**src/hdl/mtss_pkg.sv**
```systemverilog
// Shared widths, job and divider records, and sequencer states of the tile size search.
package mtss_pkg;

    localparam int DIM_W    = 16;
    localparam int BUF_W    = 25;
    localparam int STEP_W   = 13;
    localparam int EB_W     = 4;
    localparam int CNT_W    = 48;
    localparam int DVD_W    = 25;
    localparam int DSR_W    = 36;
    localparam int MUL_W    = 32;
    localparam int BASE_W   = 40;
    localparam int A_W      = 22;
    localparam int PART_W   = 49;
    localparam int CROSS_W  = 73;
    localparam int HALF_W   = 24;
    localparam int QDEPTH   = 2;

    localparam logic REG_BUFFER = 1'b0;
    localparam logic REG_STEP   = 1'b1;

    typedef struct packed {
        logic [DIM_W-1:0]  dim_m;
        logic [DIM_W-1:0]  dim_n;
        logic [DIM_W-1:0]  dim_k;
        logic [EB_W-1:0]   eb;
        logic [BUF_W-1:0]  buf_bytes;
        logic [STEP_W-1:0] step;
        logic              m_lt;
        logic              n_lt;
        logic              k_lt;
        logic              empty;
    } t_job;

    typedef struct packed {
        logic             go;
        logic [DVD_W-1:0] dvd;
        logic [DSR_W-1:0] dsr;
    } t_div_req;

    typedef struct packed {
        logic             done;
        logic [DVD_W-1:0] quo;
    } t_div_rsp;

    typedef enum logic [4:0] {
        ST_IDLE, ST_DM, ST_DN, ST_DK, ST_T0, ST_ROW, ST_RW2,
        ST_C1, ST_C2, ST_C3, ST_C4, ST_C5, ST_C6, ST_C6Q, ST_C7, ST_C8, ST_C9,
        ST_C10, ST_C11, ST_X1, ST_X2, ST_X3, ST_X4, ST_X5, ST_X6,
        ST_TAKE, ST_NXT, ST_DIV_W, ST_FIN
    } t_bstate;

endpackage

```
**src/hdl/mtss_in_if.sv**
```systemverilog
// Query channel: one matmul shape per transfer.
interface mtss_in_if import mtss_pkg::*; ();
    logic              valid;
    logic              ready;
    logic [DIM_W-1:0]  dim_m;
    logic [DIM_W-1:0]  dim_n;
    logic [DIM_W-1:0]  dim_k;
    logic [EB_W-1:0]   element_bytes;

    modport source (output valid, dim_m, dim_n, dim_k, element_bytes, input ready);
    modport sink   (input valid, dim_m, dim_n, dim_k, element_bytes, output ready);
endinterface

```
**src/hdl/mtss_out_if.sv**
```systemverilog
// Result channel: chosen tile per transfer.
interface mtss_out_if import mtss_pkg::*; ();
    logic              valid;
    logic              ready;
    logic              found;
    logic [DIM_W-1:0]  tile_m;
    logic [DIM_W-1:0]  tile_n;
    logic [DIM_W-1:0]  tile_k;
    logic [BUF_W-1:0]  working_set;
    logic [CNT_W-1:0]  tile_total;

    modport source (output valid, found, tile_m, tile_n, tile_k, working_set, tile_total,
                    input ready);
    modport sink   (input valid, found, tile_m, tile_n, tile_k, working_set, tile_total,
                    output ready);
endinterface

```
**src/hdl/mtss_front.sv**
```systemverilog
// Front end: accepts queries, classifies them and holds them in a two-entry queue.
module mtss_front import mtss_pkg::*; (
    input  logic              i_clk,
    input  logic              i_rst_n,
    mtss_in_if.sink           i_in,
    input  logic [BUF_W-1:0]  i_buffer_bytes,
    input  logic [STEP_W-1:0] i_tile_step,
    output t_job              o_job,
    output logic              o_job_valid,
    input  logic              i_job_pop
);
    localparam int FILL_W = $clog2(QDEPTH + 1);
    localparam int PTR_W  = $clog2(QDEPTH);

    t_job              r_slot [QDEPTH];
    logic [PTR_W-1:0]  r_wr, n_wr;
    logic [PTR_W-1:0]  r_rd, n_rd;
    logic [FILL_W-1:0] r_fill, n_fill;
    t_job              w_job;
    logic              w_push;

    // classify the shape against the current step
    always_comb begin
        w_job.dim_m     = i_in.dim_m;
        w_job.dim_n     = i_in.dim_n;
        w_job.dim_k     = i_in.dim_k;
        w_job.eb        = i_in.element_bytes;
        w_job.buf_bytes = i_buffer_bytes;
        w_job.step      = i_tile_step;
        w_job.m_lt      = i_in.dim_m < DIM_W'(i_tile_step);
        w_job.n_lt      = i_in.dim_n < DIM_W'(i_tile_step);
        w_job.k_lt      = i_in.dim_k < DIM_W'(i_tile_step);
        w_job.empty     = (i_in.dim_m == '0) || (i_in.dim_n == '0) || (i_in.dim_k == '0)
                          || (i_tile_step == '0);
    end

    assign i_in.ready  = r_fill != FILL_W'(QDEPTH);
    assign w_push      = i_in.valid && i_in.ready;
    assign o_job_valid = r_fill != '0;
    assign o_job       = r_slot[r_rd];

    always_comb begin
        n_wr   = w_push ? r_wr + 1'b1 : r_wr;
        n_rd   = i_job_pop ? r_rd + 1'b1 : r_rd;
        n_fill = r_fill + FILL_W'(w_push) - FILL_W'(i_job_pop);
    end

    always_ff @(posedge i_clk) begin
        if (!i_rst_n) begin
            r_wr   <= '0;
            r_rd   <= '0;
            r_fill <= '0;
        end else begin
            r_wr   <= n_wr;
            r_rd   <= n_rd;
            r_fill <= n_fill;
        end
    end

    always_ff @(posedge i_clk) begin
        if (w_push) begin
            r_slot[r_wr] <= w_job;
        end
    end
endmodule

```
**src/hdl/mtss_div.sv**
```systemverilog
// Restoring divider, one quotient bit per cycle.
module mtss_div import mtss_pkg::*; (
    input  logic     i_clk,
    input  logic     i_rst_n,
    input  t_div_req i_req,
    output t_div_rsp o_rsp
);
    localparam int DCNT_W = $clog2(DVD_W + 1);

    logic              r_busy, n_busy;
    logic              r_done, n_done;
    logic [DCNT_W-1:0] r_cnt, n_cnt;
    logic [DSR_W-1:0]  r_rem, n_rem;
    logic [DSR_W-1:0]  r_dsr, n_dsr;
    logic [DVD_W-1:0]  r_quo, n_quo;
    logic [DSR_W:0]    w_trial;
    logic              w_fit;

    assign w_trial = {r_rem, r_quo[DVD_W-1]};
    assign w_fit   = w_trial >= {1'b0, r_dsr};

    always_comb begin
        n_busy = r_busy;
        n_done = 1'b0;
        n_cnt  = r_cnt;
        n_rem  = r_rem;
        n_dsr  = r_dsr;
        n_quo  = r_quo;
        if (i_req.go) begin
            n_busy = 1'b1;
            n_cnt  = DCNT_W'(DVD_W);
            n_rem  = '0;
            n_dsr  = i_req.dsr;
            n_quo  = i_req.dvd;
        end else if (r_busy) begin
            n_rem = w_fit ? DSR_W'(w_trial - {1'b0, r_dsr}) : w_trial[DSR_W-1:0];
            n_quo = {r_quo[DVD_W-2:0], w_fit};
            n_cnt = r_cnt - 1'b1;
            if (r_cnt == DCNT_W'(1)) begin
                n_busy = 1'b0;
                n_done = 1'b1;
            end
        end
    end

    assign o_rsp.done = r_done;
    assign o_rsp.quo  = r_quo;

    always_ff @(posedge i_clk) begin
        if (!i_rst_n) begin
            r_busy <= 1'b0;
            r_done <= 1'b0;
            r_cnt  <= '0;
        end else begin
            r_busy <= n_busy;
            r_done <= n_done;
            r_cnt  <= n_cnt;
        end
    end

    always_ff @(posedge i_clk) begin
        r_rem <= n_rem;
        r_dsr <= n_dsr;
        r_quo <= n_quo;
    end
endmodule

```
**src/hdl/mtss_back.sv**
```systemverilog
// Back end: walks the tile candidates of one query and keeps the best one.
module mtss_back import mtss_pkg::*; (
    input  logic     i_clk,
    input  logic     i_rst_n,
    input  t_job     i_job,
    input  logic     i_job_valid,
    output logic     o_job_pop,
    output t_div_req o_div_req,
    input  t_div_rsp i_div_rsp,
    mtss_out_if.source o_out
);
    t_bstate r_state, n_state;
    t_bstate r_ret, n_ret;
    t_job    r_job, n_job;

    logic [DVD_W-1:0]   r_quo, n_quo;
    logic [DIM_W-1:0]   r_ri, n_ri, r_ci, n_ci, r_cn, n_cn, r_ck, n_ck;
    logic [DIM_W-1:0]   r_tm, n_tm, r_tn, n_tn, r_tk, n_tk, r_q, n_q;
    logic [DIM_W-1:0]   r_cdm, n_cdm, r_cdn, n_cdn, r_cdk, n_cdk;
    logic [MUL_W-1:0]   r_tmtn, n_tmtn;
    logic [BASE_W-1:0]  r_base, n_base, r_ws, n_ws;
    logic [A_W-1:0]     r_a, n_a;
    logic [CNT_W-1:0]   r_macs, n_macs, r_cnt, n_cnt;
    logic [PART_W-1:0]  r_ph1, n_ph1, r_pl1, n_pl1, r_ph2, n_ph2, r_pl2, n_pl2;
    logic [CROSS_W-1:0] r_lhs, n_lhs, r_rhs, n_rhs;

    logic               r_bvalid, n_bvalid;
    logic [DIM_W-1:0]   r_btm, n_btm, r_btn, n_btn, r_btk, n_btk;
    logic [BUF_W-1:0]   r_bbytes, n_bbytes;
    logic [CNT_W-1:0]   r_bcnt, n_bcnt, r_bmacs, n_bmacs;

    logic               r_ovalid, n_ovalid;
    logic               r_ofound, n_ofound;
    logic [DIM_W-1:0]   r_otm, n_otm, r_otn, n_otn, r_otk, n_otk;
    logic [BUF_W-1:0]   r_ows, n_ows;
    logic [CNT_W-1:0]   r_otot, n_otot;

    logic [MUL_W-1:0]   w_mul_a, w_mul_b;
    logic [2*MUL_W-1:0] w_prod;
    logic [DIM_W-1:0]   w_s, w_quo_fix, w_q_clamp;
    logic               w_base_over, w_ws_over, w_take, w_out_free;

    assign w_prod      = (2*MUL_W)'(w_mul_a) * (2*MUL_W)'(w_mul_b);
    assign w_s         = DIM_W'(r_job.step);
    assign w_quo_fix   = (r_quo == '0) ? DIM_W'(1) : r_quo[DIM_W-1:0];
    assign w_q_clamp   = (r_quo > DVD_W'(r_ck)) ? r_ck : r_quo[DIM_W-1:0];
    assign w_base_over = r_base > BASE_W'(r_job.buf_bytes);
    assign w_ws_over   = r_ws > BASE_W'(r_job.buf_bytes);
    assign w_out_free  = !r_ovalid || o_out.ready;
    // higher intensity, then fewer tiles, then more MACs
    assign w_take      = (r_lhs > r_rhs) || ((r_lhs == r_rhs) &&
                         ((r_cnt != r_bcnt) ? (r_cnt < r_bcnt) : (r_macs > r_bmacs)));

    always_comb begin
        n_state = r_state;
        case (r_state)
            ST_IDLE:  if (i_job_valid) n_state = i_job.empty ? ST_FIN : ST_DM;
            ST_DM:    n_state = ST_DIV_W;
            ST_DN:    n_state = ST_DIV_W;
            ST_DK:    n_state = ST_DIV_W;
            ST_T0:    n_state = ST_ROW;
            ST_ROW:   n_state = ST_DIV_W;
            ST_RW2:   n_state = ST_C1;
            ST_C1:    n_state = ST_C2;
            ST_C2:    n_state = ST_C3;
            ST_C3:    n_state = ST_C4;
            ST_C4:    n_state = w_base_over ? ST_NXT : ST_C5;
            ST_C5: begin
                if (r_job.k_lt) n_state = ST_C7;
                else if (r_a == '0) n_state = ST_C6Q;
                else n_state = ST_DIV_W;
            end
            ST_C6:    n_state = ST_C6Q;
            ST_C6Q:   n_state = (r_q == '0) ? ST_NXT : ST_C7;
            ST_C7:    n_state = ST_C8;
            ST_C8:    n_state = w_ws_over ? ST_NXT : ST_DIV_W;
            ST_C9:    n_state = ST_DIV_W;
            ST_C10:   n_state = ST_C11;
            ST_C11:   n_state = r_bvalid ? ST_X1 : ST_TAKE;
            ST_X1:    n_state = ST_X2;
            ST_X2:    n_state = ST_X3;
            ST_X3:    n_state = ST_X4;
            ST_X4:    n_state = ST_X5;
            ST_X5:    n_state = ST_X6;
            ST_X6:    n_state = w_take ? ST_TAKE : ST_NXT;
            ST_TAKE:  n_state = ST_NXT;
            ST_NXT: begin
                if (r_ci != DIM_W'(1)) n_state = ST_C1;
                else if (r_ri != DIM_W'(1)) n_state = ST_ROW;
                else n_state = ST_FIN;
            end
            ST_DIV_W: if (i_div_rsp.done) n_state = r_ret;
            ST_FIN:   if (w_out_free) n_state = ST_IDLE;
            default:  n_state = ST_IDLE;
        endcase
    end

    always_comb begin
        n_ret = r_ret;   n_job = r_job;   n_quo = r_quo;
        n_ri = r_ri;     n_ci = r_ci;     n_cn = r_cn;     n_ck = r_ck;
        n_tm = r_tm;     n_tn = r_tn;     n_tk = r_tk;     n_q = r_q;
        n_cdm = r_cdm;   n_cdn = r_cdn;   n_cdk = r_cdk;   n_tmtn = r_tmtn;
        n_base = r_base; n_ws = r_ws;     n_a = r_a;
        n_macs = r_macs; n_cnt = r_cnt;
        n_ph1 = r_ph1;   n_pl1 = r_pl1;   n_ph2 = r_ph2;   n_pl2 = r_pl2;
        n_lhs = r_lhs;   n_rhs = r_rhs;
        n_bvalid = r_bvalid; n_btm = r_btm; n_btn = r_btn; n_btk = r_btk;
        n_bbytes = r_bbytes; n_bcnt = r_bcnt; n_bmacs = r_bmacs;
        n_ovalid = r_ovalid && !o_out.ready;
        n_ofound = r_ofound; n_otm = r_otm; n_otn = r_otn; n_otk = r_otk;
        n_ows = r_ows;   n_otot = r_otot;
        w_mul_a = '0;    w_mul_b = '0;
        o_div_req = '0;  o_job_pop = 1'b0;
        case (r_state)
            ST_IDLE: begin
                if (i_job_valid) begin
                    o_job_pop = 1'b1;
                    n_job     = i_job;
                    n_bvalid  = 1'b0;
                    n_btm = '0; n_btn = '0; n_btk = '0;
                    n_bbytes = '0; n_bcnt = '0; n_bmacs = '0;
                end
            end
            ST_DM: begin
                o_div_req = '{go: 1'b1, dvd: DVD_W'(r_job.dim_m), dsr: DSR_W'(r_job.step)};
                n_ret = ST_DN;
            end
            ST_DN: begin
                n_ri = w_quo_fix;
                o_div_req = '{go: 1'b1, dvd: DVD_W'(r_job.dim_n), dsr: DSR_W'(r_job.step)};
                n_ret = ST_DK;
            end
            ST_DK: begin
                n_cn = w_quo_fix;
                o_div_req = '{go: 1'b1, dvd: DVD_W'(r_job.dim_k), dsr: DSR_W'(r_job.step)};
                n_ret = ST_T0;
            end
            ST_T0: begin
                n_ck = r_quo[DIM_W-1:0];
                w_mul_a = MUL_W'(r_ri);
                w_mul_b = MUL_W'(w_s);
                n_tm = r_job.m_lt ? r_job.dim_m : w_prod[DIM_W-1:0];
            end
            ST_ROW: begin
                w_mul_a = MUL_W'(r_cn);
                w_mul_b = MUL_W'(w_s);
                n_tn = r_job.n_lt ? r_job.dim_n : w_prod[DIM_W-1:0];
                n_ci = r_cn;
                o_div_req = '{go: 1'b1,
                              dvd: DVD_W'((DIM_W+1)'(r_job.dim_m) + (DIM_W+1)'(r_tm) - 1'b1),
                              dsr: DSR_W'(r_tm)};
                n_ret = ST_RW2;
            end
            ST_RW2: n_cdm = r_quo[DIM_W-1:0];
            ST_C1: begin
                w_mul_a = MUL_W'(r_tm);
                w_mul_b = MUL_W'(r_tn);
                n_tmtn  = w_prod[MUL_W-1:0];
            end
            ST_C2: begin
                w_mul_a = r_tmtn;
                w_mul_b = MUL_W'((EB_W+1)'(4) + (EB_W+1)'(r_job.eb));
                n_base  = w_prod[BASE_W-1:0];
            end
            ST_C3: begin
                w_mul_a = MUL_W'(r_tn);
                w_mul_b = MUL_W'(r_job.eb);
                n_base  = r_base + w_prod[BASE_W-1:0];
            end
            ST_C4: begin
                w_mul_a = MUL_W'(r_job.eb);
                w_mul_b = MUL_W'((DIM_W+1)'(r_tm) + (DIM_W+1)'(r_tn));
                n_a     = {w_prod[A_W-2:0], 1'b0};
            end
            ST_C5: begin
                if (r_job.k_lt) begin
                    n_tk = r_job.dim_k;
                end else if (r_a == '0) begin
                    n_q = r_ck;
                end else begin
                    w_mul_a = MUL_W'(r_a);
                    w_mul_b = MUL_W'(w_s);
                    o_div_req = '{go: 1'b1,
                                  dvd: r_job.buf_bytes - r_base[BUF_W-1:0],
                                  dsr: w_prod[DSR_W-1:0]};
                    n_ret = ST_C6;
                end
            end
            ST_C6:  n_q = w_q_clamp;
            ST_C6Q: begin
                w_mul_a = MUL_W'(r_q);
                w_mul_b = MUL_W'(w_s);
                n_tk    = w_prod[DIM_W-1:0];
            end
            ST_C7: begin
                w_mul_a = MUL_W'(r_a);
                w_mul_b = MUL_W'(r_tk);
                n_ws    = r_base + w_prod[BASE_W-1:0];
            end
            ST_C8: begin
                w_mul_a = r_tmtn;
                w_mul_b = MUL_W'(r_tk);
                n_macs  = w_prod[CNT_W-1:0];
                o_div_req = '{go: 1'b1,
                              dvd: DVD_W'((DIM_W+1)'(r_job.dim_n) + (DIM_W+1)'(r_tn) - 1'b1),
                              dsr: DSR_W'(r_tn)};
                n_ret = ST_C9;
            end
            ST_C9: begin
                n_cdn = r_quo[DIM_W-1:0];
                o_div_req = '{go: 1'b1,
                              dvd: DVD_W'((DIM_W+1)'(r_job.dim_k) + (DIM_W+1)'(r_tk) - 1'b1),
                              dsr: DSR_W'(r_tk)};
                n_ret = ST_C10;
            end
            ST_C10: begin
                n_cdk   = r_quo[DIM_W-1:0];
                w_mul_a = MUL_W'(r_cdm);
                w_mul_b = MUL_W'(r_cdn);
                n_cnt   = CNT_W'(w_prod[MUL_W-1:0]);
            end
            ST_C11: begin
                w_mul_a = r_cnt[MUL_W-1:0];
                w_mul_b = MUL_W'(r_cdk);
                n_cnt   = w_prod[CNT_W-1:0];
            end
            // cross products split at bit 24 to keep each multiply narrow
            ST_X1: begin
                w_mul_a = MUL_W'(r_macs[CNT_W-1:HALF_W]);
                w_mul_b = MUL_W'(r_bbytes);
                n_ph1   = w_prod[PART_W-1:0];
            end
            ST_X2: begin
                w_mul_a = MUL_W'(r_macs[HALF_W-1:0]);
                w_mul_b = MUL_W'(r_bbytes);
                n_pl1   = w_prod[PART_W-1:0];
            end
            ST_X3: begin
                w_mul_a = MUL_W'(r_bmacs[CNT_W-1:HALF_W]);
                w_mul_b = MUL_W'(r_ws[BUF_W-1:0]);
                n_ph2   = w_prod[PART_W-1:0];
            end
            ST_X4: begin
                w_mul_a = MUL_W'(r_bmacs[HALF_W-1:0]);
                w_mul_b = MUL_W'(r_ws[BUF_W-1:0]);
                n_pl2   = w_prod[PART_W-1:0];
            end
            ST_X5: begin
                n_lhs = {r_ph1, HALF_W'(0)} + CROSS_W'(r_pl1);
                n_rhs = {r_ph2, HALF_W'(0)} + CROSS_W'(r_pl2);
            end
            ST_TAKE: begin
                n_bvalid = 1'b1;
                n_btm = r_tm; n_btn = r_tn; n_btk = r_tk;
                n_bbytes = r_ws[BUF_W-1:0];
                n_bcnt = r_cnt; n_bmacs = r_macs;
            end
            ST_NXT: begin
                if (r_ci != DIM_W'(1)) begin
                    n_tn = r_tn - w_s;
                    n_ci = r_ci - 1'b1;
                end else if (r_ri != DIM_W'(1)) begin
                    n_tm = r_tm - w_s;
                    n_ri = r_ri - 1'b1;
                end
            end
            ST_DIV_W: if (i_div_rsp.done) n_quo = i_div_rsp.quo;
            ST_FIN: begin
                if (w_out_free) begin
                    n_ovalid = 1'b1;
                    n_ofound = r_bvalid;
                    n_otm = r_btm; n_otn = r_btn; n_otk = r_btk;
                    n_ows = r_bbytes; n_otot = r_bcnt;
                end
            end
            default: ;
        endcase
    end

    assign o_out.valid       = r_ovalid;
    assign o_out.found       = r_ofound;
    assign o_out.tile_m      = r_otm;
    assign o_out.tile_n      = r_otn;
    assign o_out.tile_k      = r_otk;
    assign o_out.working_set = r_ows;
    assign o_out.tile_total  = r_otot;

    always_ff @(posedge i_clk) begin
        if (!i_rst_n) begin
            r_state  <= ST_IDLE;
            r_ret    <= ST_IDLE;
            r_bvalid <= 1'b0;
            r_ovalid <= 1'b0;
        end else begin
            r_state  <= n_state;
            r_ret    <= n_ret;
            r_bvalid <= n_bvalid;
            r_ovalid <= n_ovalid;
        end
    end

    always_ff @(posedge i_clk) begin
        r_job <= n_job;   r_quo <= n_quo;
        r_ri <= n_ri;     r_ci <= n_ci;     r_cn <= n_cn;     r_ck <= n_ck;
        r_tm <= n_tm;     r_tn <= n_tn;     r_tk <= n_tk;     r_q <= n_q;
        r_cdm <= n_cdm;   r_cdn <= n_cdn;   r_cdk <= n_cdk;   r_tmtn <= n_tmtn;
        r_base <= n_base; r_ws <= n_ws;     r_a <= n_a;
        r_macs <= n_macs; r_cnt <= n_cnt;
        r_ph1 <= n_ph1;   r_pl1 <= n_pl1;   r_ph2 <= n_ph2;   r_pl2 <= n_pl2;
        r_lhs <= n_lhs;   r_rhs <= n_rhs;
        r_btm <= n_btm;   r_btn <= n_btn;   r_btk <= n_btk;
        r_bbytes <= n_bbytes; r_bcnt <= n_bcnt; r_bmacs <= n_bmacs;
        r_ofound <= n_ofound; r_otm <= n_otm; r_otn <= n_otn; r_otk <= n_otk;
        r_ows <= n_ows;   r_otot <= n_otot;
    end

    a_empty_zero: assert property (@(posedge i_clk) disable iff (!i_rst_n)
        r_ovalid && !r_ofound |-> r_otm == '0 && r_otn == '0 && r_otk == '0 && r_otot == '0)
        else $error("empty result carries a nonzero tile");

    a_found_fits: assert property (@(posedge i_clk) disable iff (!i_rst_n)
        r_ovalid && r_ofound |-> r_ows <= r_job.buf_bytes && r_otm != '0 && r_otk != '0)
        else $error("chosen tile does not fit the buffer");

    a_fin_loads: assert property (@(posedge i_clk) disable iff (!i_rst_n)
        r_state == ST_FIN && w_out_free |=> r_ovalid && r_state == ST_IDLE)
        else $error("finished query not presented");
endmodule

```
**src/hdl/matmul_tile_size_search_top.sv**
```systemverilog
// Top level of the matmul tile size search: config registers, front end, divider, back end.
//
// Usage: a query (dim_m, dim_n, dim_k, element_bytes) is a transfer on i_in; each query
// returns exactly one result transfer on o_out (found, tile, working set, tile count), in
// order. buffer_bytes (address 0) and tile_step (address 4) are written over the APB port
// while the block is idle; pready is always high and reads return the register values.
// The front end takes queries into a two-entry queue, so up to two queries may wait while
// one is searched. The back end walks every (tm, tn) pair once and sizes tk from the free
// buffer. A pair whose base does not fit is skipped; when K is below the step, tk is the
// whole K and takes no division. A query with a zero dimension or zero step skips the
// search and returns found low. The shared radix-2 divider serves the candidate counts,
// the tile counts and tk, and the single 32x32 multiplier is stepped through the candidate
// arithmetic. Reset empties the queue, clears the search state and the output valid flag
// and loads buffer_bytes = 262144 and tile_step = 16. A stalled receiver holds the finished
// result in the output register; the search of the next query stops before loading its own.
module matmul_tile_size_search_top import mtss_pkg::*; (
    input  logic        i_clk,
    input  logic        i_rst_n,
    mtss_in_if.sink     i_in,
    mtss_out_if.source  o_out,
    input  logic        psel,
    input  logic        penable,
    input  logic        pwrite,
    input  logic [2:0]  paddr,
    input  logic [31:0] pwdata,
    output logic [31:0] prdata,
    output logic        pready
);
    logic [BUF_W-1:0]  r_buffer_bytes;
    logic [STEP_W-1:0] r_tile_step;
    logic              w_wr;
    t_job              w_job;
    logic              w_job_valid, w_job_pop;
    t_div_req          w_div_req;
    t_div_rsp          w_div_rsp;

    assign pready = 1'b1;
    assign w_wr   = psel && penable && pwrite && pready;
    assign prdata = (paddr[2] == REG_STEP) ? 32'(r_tile_step) : 32'(r_buffer_bytes);

    always_ff @(posedge i_clk) begin
        if (!i_rst_n) begin
            r_buffer_bytes <= BUF_W'(262144);
            r_tile_step    <= STEP_W'(16);
        end else if (w_wr) begin
            if (paddr[2] == REG_BUFFER) r_buffer_bytes <= pwdata[BUF_W-1:0];
            else                        r_tile_step    <= pwdata[STEP_W-1:0];
        end
    end

    mtss_front u_front (
        .i_clk          (i_clk),
        .i_rst_n        (i_rst_n),
        .i_in           (i_in),
        .i_buffer_bytes (r_buffer_bytes),
        .i_tile_step    (r_tile_step),
        .o_job          (w_job),
        .o_job_valid    (w_job_valid),
        .i_job_pop      (w_job_pop)
    );

    mtss_div u_div (
        .i_clk   (i_clk),
        .i_rst_n (i_rst_n),
        .i_req   (w_div_req),
        .o_rsp   (w_div_rsp)
    );

    mtss_back u_back (
        .i_clk       (i_clk),
        .i_rst_n     (i_rst_n),
        .i_job       (w_job),
        .i_job_valid (w_job_valid),
        .o_job_pop   (w_job_pop),
        .o_div_req   (w_div_req),
        .i_div_rsp   (w_div_rsp),
        .o_out       (o_out)
    );
endmodule
```
**src/flat_wrapper.sv**
```systemverilog
// flat-port wrapper written by rule: the top's interface ports become plain ports
module matmul_tile_size_search_top_flat import mtss_pkg::*;
  (i_clk, i_rst_n, psel, penable, pwrite, paddr, pwdata, prdata, pready, i_in_valid, i_in_dim_m, i_in_dim_n, i_in_dim_k, i_in_element_bytes, i_in_ready, o_out_valid, o_out_found, o_out_tile_m, o_out_tile_n, o_out_tile_k, o_out_working_set, o_out_tile_total, o_out_ready);
  mtss_in_if i_in_i ();
  mtss_out_if o_out_i ();
  input  logic i_clk;
  input  logic i_rst_n;
  input  logic psel;
  input  logic penable;
  input  logic pwrite;
  input  logic [2:0] paddr;
  input  logic [31:0] pwdata;
  output logic [31:0] prdata;
  output logic pready;
  input wire logic [$bits(i_in_i.valid)-1:0] i_in_valid;
  input wire logic [$bits(i_in_i.dim_m)-1:0] i_in_dim_m;
  input wire logic [$bits(i_in_i.dim_n)-1:0] i_in_dim_n;
  input wire logic [$bits(i_in_i.dim_k)-1:0] i_in_dim_k;
  input wire logic [$bits(i_in_i.element_bytes)-1:0] i_in_element_bytes;
  output wire logic [$bits(i_in_i.ready)-1:0] i_in_ready;
  output wire logic [$bits(o_out_i.valid)-1:0] o_out_valid;
  output wire logic [$bits(o_out_i.found)-1:0] o_out_found;
  output wire logic [$bits(o_out_i.tile_m)-1:0] o_out_tile_m;
  output wire logic [$bits(o_out_i.tile_n)-1:0] o_out_tile_n;
  output wire logic [$bits(o_out_i.tile_k)-1:0] o_out_tile_k;
  output wire logic [$bits(o_out_i.working_set)-1:0] o_out_working_set;
  output wire logic [$bits(o_out_i.tile_total)-1:0] o_out_tile_total;
  input wire logic [$bits(o_out_i.ready)-1:0] o_out_ready;
  assign i_in_i.valid = i_in_valid;
  assign i_in_i.dim_m = i_in_dim_m;
  assign i_in_i.dim_n = i_in_dim_n;
  assign i_in_i.dim_k = i_in_dim_k;
  assign i_in_i.element_bytes = i_in_element_bytes;
  assign i_in_ready = i_in_i.ready;
  assign o_out_valid = o_out_i.valid;
  assign o_out_found = o_out_i.found;
  assign o_out_tile_m = o_out_i.tile_m;
  assign o_out_tile_n = o_out_i.tile_n;
  assign o_out_tile_k = o_out_i.tile_k;
  assign o_out_working_set = o_out_i.working_set;
  assign o_out_tile_total = o_out_i.tile_total;
  assign o_out_i.ready = o_out_ready;
  matmul_tile_size_search_top u_core (.i_clk(i_clk), .i_rst_n(i_rst_n), .i_in(i_in_i), .o_out(o_out_i), .psel(psel), .penable(penable), .pwrite(pwrite), .paddr(paddr), .pwdata(pwdata), .prdata(prdata), .pready(pready));
endmodule
```
**config.mk**
```make
export PLATFORM = sky130hd
export DESIGN_NAME = matmul_tile_size_search_top_flat
export DESIGN_NICKNAME = d
export VERILOG_FILES = /design/src/hdl/mtss_pkg.sv /design/src/hdl/mtss_in_if.sv /design/src/hdl/mtss_out_if.sv /design/src/hdl/mtss_front.sv /design/src/hdl/mtss_div.sv /design/src/hdl/mtss_back.sv /design/src/hdl/matmul_tile_size_search_top.sv /design/src/flat_wrapper.sv
export SDC_FILE = /design/constraint.sdc
export NUM_CORES = 2
export LEC_CHECK = 0
export BUFFER_PORTS_ARGS = -buffer_cell sky130_fd_sc_hd__buf_4
export CORE_ASPECT_RATIO = 2
export CORE_MARGIN = 2
export CORE_UTILIZATION = 46
export DETAILED_ROUTE_END_ITERATION = 7
export GPL_TIMING_DRIVEN = 1
export HOLD_SLACK_MARGIN = 0.05
export SLEW_MARGIN = 20
export SYNTH_ARGS = -nofsm -noshare
export SYNTH_HDL_FRONTEND = slang
export SYNTH_SLANG_ARGS = --single-unit
```
**constraint.sdc**
```tcl
create_clock -name i_clk -period 14.4 [get_ports i_clk]
set_input_delay 2.88 -clock i_clk [delete_from_list [all_inputs] [get_ports i_clk]]
set_output_delay 2.88 -clock i_clk [all_outputs]
set_load 0.05 [all_outputs]
```
## Yosys cells after proc, flatten, opt, wreduce, memory -nomap -nowiden

Memory sizes are Yosys's and may differ from the RTL's. A register that Yosys moved wholly into a read port is not among the register bits.
Index checks and enable logic that the tools add are counted.

- Output and inout bits: 157
- Register bits: 1314
- Bits in writable memories: 188
- Bits of input ports: 94
- Memories: 1
- Word-level logic and storage cells: 271

Memory list:

| name | words | width | read ports | clocked after memory_dff | wr ports | line | RTL |
|---|---|---|---|---|---|---|---|
| u_core.u_front.r_slot | 2 | 94 | 1 | 1 | 1 | mtss_front.sv:15 | `t_job r_slot [QDEPTH];` |

- $lt $le $gt $ge: 10
- Bitwise logic cells: 3
- Multiplexer cells: 77
- Add/sub/neg operators: 22
- Reduce and logical (&&, ||, !) cells: 52
- Equality and inequality tests: 44
- Multiply operators: 1

Operators with widths:

| cell | number |
|---|---|
| one-hot mux 32 bit (15 select lines) | 1 |
| one-hot mux 62 bit (7 select lines) | 1 |
| one-hot mux 16 bit (2 select lines) | 9 |
| one-hot mux 48 bit (2 select lines) | 3 |
| one-hot mux 25 bit (11 select lines) | 1 |
| 2-to-1 mux 16 bit | 14 |
| adder 73 x 49 -> 73 bit | 2 |
| one-hot mux 5 bit (25 select lines) | 1 |
| 2-to-1 mux 62 bit | 2 |
| 2-to-1 mux 25 bit | 4 |
| > comparator 40 x 25 -> 1 bit | 2 |
| one-hot mux 40 bit (2 select lines) | 1 |
| == test 73 bit | 1 |
| > comparator 73 bit | 1 |
| 2-to-1 mux 5 bit | 14 |
| adder 16 x 16 -> 17 bit | 4 |
| == test 5 bit, second input constant | 13 |
| zero test 16 bit | 4 |
| subtractor 17 x 1 -> 18 bit, second input constant | 3 |
| one-hot mux 25 bit (2 select lines) | 1 |
| multiplier 32 x 25 -> 49 bit | 1 |
| > comparator 48 bit | 1 |
| less-than comparator 16 x 13 -> 1 bit | 3 |
| less-than comparator 48 bit | 1 |
| 44 further kinds | 121 |

## Depth between registers and ports, before layout

- Depth after elaboration: 9
- Mapped depth: 49

## Modules after synthesis

From an unflattened synthesis, not the netlist that was laid out.

- Cell total of the unflattened synthesis: 9078
- Area, all modules: 99660.6 um^2

Modules (own cells, without submodules):

| module | area an instance (um^2) | times used | cells each |
|---|---|---|---|
| mtss_back | 83746.6 | 1 | 7819 |
| mtss_front | 7965.1 | 1 | 437 |
| mtss_div | 6142.1 | 1 | 631 |
| matmul_tile_size_search_top | 1806.7 | 1 | 191 |

## Least setup slack after synthesis

Ideal clock, no wire load.

- Path kind: input-to-reg
- Start point: input o_out_ready
- End point: register u_core.u_back.r_ofound (netlist: u_core.u_back.o_out.found), enable pin
- Path buffers: 0
- Required time: 13.499 ns
- Library setup time: 0.901 ns
- Stages: 2
- Setup slack: -0.933 ns
- Arrival time: 14.432 ns
- Cell sequence: nor2b_1 nor4_1

- Cells in the longest elaborated chain, start to end: 2

Ends and longest elaborated chain:

| item | line | RTL |
|---|---|---|
| start, declared | flat_wrapper.sv:28 | `input wire logic [$bits(o_out_i.ready)-1:0] o_out_ready;` |
| logical OR 1 bit | mtss_back.sv:49 | `assign w_out_free = !r_ovalid \|\| o_out.ready;` |
| AND reduction 2 bit (no source line) | - |  |
| end signal, assigned | mtss_back.sv:313 | `r_ofound <= n_ofound; r_otm <= n_otm; r_otn <= n_otn; r_otk <= n_otk;` |
| end, declared | mtss_back.sv:33 | `logic r_ofound, n_ofound;` |

No other way between the ends.
A chain may end at the register's enable or synchronous reset.

## Worst setup path in the final report

- Start point: register u_core.u_back.r_state[1]
- End point: register u_core.u_back.r_base[39], data pin

- Cells in the longest elaborated chain, start to end: 6

Ends and longest elaborated chain:

| item | line | RTL |
|---|---|---|
| start, declared | mtss_back.sv:12 | `t_bstate r_state, n_state;` |
| start signal, assigned | mtss_back.sv:295 | `r_state <= n_state;` |
| == test 5 x 4 -> 1 bit (tied with other cells) | mtss_back.sv:114 | `case (r_state)` |
| OR reduction 3 bit (no source line) or OR reduction 2 bit (tied branches) | - |  |
| one-hot mux 25 bit (11 select lines) or one-hot mux 32 bit (15 select lines) (tied branches) | mtss_back.sv:114 |  |
| multiplier 32 x 25 -> 49 bit | mtss_back.sv:43 | `assign w_prod = (2*MUL_W)'(w_mul_a) * (2*MUL_W)'(w_mul_b);` |
| adder 40 bit | mtss_back.sv:168 | `n_base = r_base + w_prod[BASE_W-1:0];` |
| one-hot mux 40 bit (2 select lines) * | mtss_back.sv:114 |  |
| net u_core.u_back.n_base[39] | mtss_back.sv:21 | `logic [BASE_W-1:0] r_base, n_base, r_ws, n_ws;` |
| end signal, assigned | mtss_back.sv:307 | `r_base <= n_base; r_ws <= n_ws; r_a <= n_a;` |
| end, declared | mtss_back.sv:21 |  |

Mark *: on every way through the listed nets, which the timed path passes. The rest lies on a longest branch.

==> impl_metrics.tcl <==
set metrics [dict create \
    final-hold-violation-count 0 \
    areaGrowthSynthToFinish_pct 11.9 \
    wire_per_inst_um 31.1 \
    setup_total_negative_slack_ns 0 \
    top_level_ports 251 \
    global_route.usage.total_pct 35.2 \
    cts_inserted_buffers 149 \
    seqCellArea_um2 44200 \
    fraction_of_layout_instances_using_a_drive_strength_above_1_pct 10.8 \
    io_buffers 233 \
    gr-usage-met1_pct 33.3 \
    wire_length_of_the_first_global_routing_pass_um 546000 \
    report.final.slew_viol_count 0 \
    ys_seq_area_share_pct 44.4 \
    pwr_density_cell_nw_per_um2 191 \
    maxCapViolations 0 \
    floorplan.rows 241 \
    setup_viol 0 \
    antenna_violating_nets_post_route 0 \
    dr_total_vias 74100 \
    globalRouteOverflowTotal 0 \
    critical_path.endpoint_type "flop" \
    final_cell_utilization_of_the_core_pct 51.7 \
    synth-main-ff-cell "sky130_fd_sc_hd__edfxtp_1" \
    syn_area_per_cell_um2 10.9 \
    area_of_combinational_cells_with_multiple_inputs_um2 49000 \
    dominant_cells_by_area_after_synthesis "sky130_fd_sc_hd__edfxtp_1 42%, sky130_fd_sc_hd__fa_1 14%, sky130_fd_sc_hd__ha_1 9.0%" \
    maxClockFrequency_mhz 74.3 \
    drt-total-wl_um 387000 \
    cts.repair_timing.setup_buffer_count 0 \
    initial_utilization_pct 46.2 \
    die_height_um 661 \
    place.detailed.hpwl_um 302000 \
    floorplan.die.width_um 333 \
    synthesized_instance_count 9095 \
    cp-start-kind "flop" \
    antenna_found_initial 36 \
    rsz0062_at_grt "false" \
    crit_type "flop to flop" \
    ys_seq_elements 1503 \
    biggest_area_consumer_among_synthesized_cells "sky130_fd_sc_hd__edfxtp_1" \
    slew-limit-headroom_pct 6.64 \
    post_cts_hold_buffers 0 \
    drt-initial-drc-count 6318 \
    net_count_reported_at_finish 11000 \
    critPathRequiredTime_ns 14.98 \
    violations "DRC" \
    hp-class "flop to flop" \
    crit_path_top_delay_cell "sky130_fd_sc_hd__a22oi_1" \
    drt-pass1-iter-count 8 \
    dieArea_um2 220000 \
    crit_path_max_incr_delay_ns 0.91 \
    finalWeightedCongestion 1.04 \
    clock-sinks 1503 \
    status "complete, but fails checks" \
    grt_use_met3_pct 6.54 \
    core_area_um2 215000 \
    ys_types 98 \
    power.static_leakage_uw 0.0469 \
    syn-cell-area_um2 99400 \
    drc 12 \
    clock_insertion_delay_worst_skew_ns 0.89 \
    finish.instance_area_um2 111000 \
    grt_pass1_vias 76800 \
    irDropWorstVdd_mv 0.151 \
    largest_fanout_on_the_critical_path 27 \
    filler_cell_count 19300 \
    final.min_clock_period_ns 13.47 \
    timing.critical_path.arrival_ns 14.05 \
    max_slew.worst_pin.slew_ns 1.39 \
    htree_levels 4 \
    yosys.area.top_type_share_pct 42.5 \
    grt_met2_usage_pct 59.9 \
    synth_async_sr_flop_share_pct 0 \
    placedInstanceArea_um2 106000 \
    grt.busiest_layer "met2" \
    cts_resized 0 \
    skew_ns 0.107 \
    grt_max_degree 107 \
    cts.root.buffer_cell "sky130_fd_sc_hd__clkbuf_16" \
    critical-path-top-cell-by-count "sky130_fd_sc_hd__fa_1" \
    post-route-period-util_pct 93.5 \
    max-clock-path-buffers 4 \
    yosys_warnings 0 \
    synth-edff-count 1405 \
    routed_via_density 5.96 \
    cts_tree "yes" \
    clk_transition_reported_paths_ns 0.07 \
]
critical path, delay by kind of cell (launching register included):
family,cells,cell delay [ns]
AOI/OAI and AO/OA,15,4.27
xor gates and xnor gates,2,0.64
adders and majority gates,9,4.42
buffers and inverters,6,0.60
DFF,1,0.68
muxes,1,0.40
and+or+nand+nor,7,2.11
layer usage:
| layer | vias up | part of all wire [%] |
|---|---|---|
| met5 | - | 0.047 |
| met4 | 14 | 14 |
| met3 | 1528 | 6.2 |
| met2 | 3569 | 49 |
| met1 | 36900 | 30 |
| li1 | 32100 | - |
per-stage QoR:
step                worst slack [ns]  total power (uW)  std cells  hold WS, ns
global route                   0.600             22000      12400        0.401
global placement                1.41             16700      12100        0.401
floorplan                       2.59             12000       9137        0.400
finish                         0.935             21200      12400        0.396
detailed placement              1.38             16800      12100        0.405
CTS                             1.30             20900      12400        0.387
cells by family after synthesis:
kind of cell	after synthesis	share of synthesized area, %
AND/OR/NAND/NOR	2462	11.4
buffers and inverters	1751	6.76
AO/OA/AOI/OAI	1532	10.5
flip-flops	1503	44.4
adder cells (fa/ha/maj)	1386	22.5
XOR/XNOR	309	2.72
multiplexers	150	1.68
other	2	0.00756
cell type report:
cell class,instances,area share [%]
Multi-Input combinational cell,5883,44.1
Sequential cell,1503,39.7
Inverter,1401,4.73
Timing Repair Buffer,555,3.82
Clock buffer,164,3.45
Tap cell,2794,3.14
Clock inverter,94,0.951
Antenna cell,28,0.0630
sequential cells by signal, indices dropped and copies added, names as in the netlist, 32 cells and up, named ones only:
signal                          count
u_core.u_div.r_rem                 36
u_core.u_back.r_job                93
u_core.u_back.o_out.tile_total     48
u_core.u_back.r_pl1                49
u_core.u_back.r_rhs                73
u_core.u_back.r_macs               48
u_core.u_back.r_ph2                49
u_core.u_div.r_dsr                 36
u_core.u_front.r_slot             188
u_core.u_back.r_lhs                73
u_core.u_back.r_ws                 40
u_core.u_back.r_pl2                49
u_core.u_back.r_cnt                48
u_core.u_back.r_tmtn               32
u_core.u_back.r_ph1                49
u_core.u_back.r_base               40
u_core.u_back.r_bmacs              48
u_core.u_back.r_bcnt               48
cell usage after synthesis, types with 59 or more instances:
master and instances:
sky130_fd_sc_hd__a211oi_1 60, sky130_fd_sc_hd__a21o_1 167, sky130_fd_sc_hd__a21oi_1 400, sky130_fd_sc_hd__a22oi_1 104, sky130_fd_sc_hd__a31oi_1 59, sky130_fd_sc_hd__and2_1 96, sky130_fd_sc_hd__and3_1 168, sky130_fd_sc_hd__buf_2 77
sky130_fd_sc_hd__clkbuf_1 242, sky130_fd_sc_hd__dfxtp_1 98, sky130_fd_sc_hd__edfxtp_1 1405, sky130_fd_sc_hd__fa_1 672, sky130_fd_sc_hd__ha_1 714, sky130_fd_sc_hd__inv_1 1398, sky130_fd_sc_hd__mux2_2 136, sky130_fd_sc_hd__nand2_1 1032
sky130_fd_sc_hd__nand2b_1 71, sky130_fd_sc_hd__nand3_1 138, sky130_fd_sc_hd__nand4_1 88, sky130_fd_sc_hd__nor2_1 515, sky130_fd_sc_hd__nor2b_1 86, sky130_fd_sc_hd__nor3_1 101, sky130_fd_sc_hd__nor4_1 62, sky130_fd_sc_hd__o21a_1 59
sky130_fd_sc_hd__o21ai_0 275, sky130_fd_sc_hd__xnor2_1 220, sky130_fd_sc_hd__xor2_1 89
cell usage in the layout, fill, tap and decap left out, types with 19 or more instances in the layout:
cell                        netlist  final
sky130_fd_sc_hd__a211oi_1        60     58
sky130_fd_sc_hd__a21o_1         167    167
sky130_fd_sc_hd__a21oi_1        400    397
sky130_fd_sc_hd__a221oi_1        24     24
sky130_fd_sc_hd__a222oi_1        50     50
sky130_fd_sc_hd__a22o_1          33     33
sky130_fd_sc_hd__a22oi_1        104    103
sky130_fd_sc_hd__a311oi_1        20     20
sky130_fd_sc_hd__a31oi_1         59     59
sky130_fd_sc_hd__and2_1          96     95
sky130_fd_sc_hd__and3_1         168    167
sky130_fd_sc_hd__buf_4           10    545
sky130_fd_sc_hd__bufinv_16        0     19
sky130_fd_sc_hd__clkbuf_16        0    151
sky130_fd_sc_hd__clkinv_1         1     21
sky130_fd_sc_hd__clkinv_2         0     24
sky130_fd_sc_hd__conb_1           2     44
sky130_fd_sc_hd__dfxtp_1         98     96
sky130_fd_sc_hd__diode_2          0     28
sky130_fd_sc_hd__edfxtp_1      1405   1405
sky130_fd_sc_hd__fa_1           672    672
sky130_fd_sc_hd__ha_1           714    714
sky130_fd_sc_hd__inv_1         1398   1396
sky130_fd_sc_hd__mux2_2         136    136
sky130_fd_sc_hd__nand2_1       1032   1029
sky130_fd_sc_hd__nand2b_1        71     71
sky130_fd_sc_hd__nand3_1        138    138
sky130_fd_sc_hd__nand4_1         88     88
sky130_fd_sc_hd__nor2_1         515    500
sky130_fd_sc_hd__nor2b_1         86     85
sky130_fd_sc_hd__nor3_1         101     95
sky130_fd_sc_hd__nor4_1          62     59
sky130_fd_sc_hd__o211ai_1        40     40
sky130_fd_sc_hd__o21a_1          59     59
sky130_fd_sc_hd__o21ai_0        275    269
sky130_fd_sc_hd__o21bai_1        33     33
sky130_fd_sc_hd__o31ai_1         27     24
sky130_fd_sc_hd__or3_1           32     32
sky130_fd_sc_hd__xnor2_1        220    211
sky130_fd_sc_hd__xor2_1          89     86
power by group:
part	switching, uW	internal (uW)
clock	1780	2280
sequential	588	6030
combinational	7380	3190
total	9740	11500
path summary, 6_finish.rpt:
| path | startpoint | endpoint | slack (ns) | cells after the start |
|---|---|---|---|---|
| max | u_core.u_back.r_state[1] | u_core.u_back.r_base[39] | 0.93 | 40 |
| min | u_core.u_back.r_pl1[17] | u_core.u_back.r_lhs[17] | 0.40 | 0 |
| max reg2reg | u_core.u_back.r_state[1] | u_core.u_back.r_base[39] | 0.93 | 40 |
| min reg2reg | u_core.u_back.r_pl1[17] | u_core.u_back.r_lhs[17] | 0.40 | 0 |
Note: power is estimated with default switching activity, not from simulation.
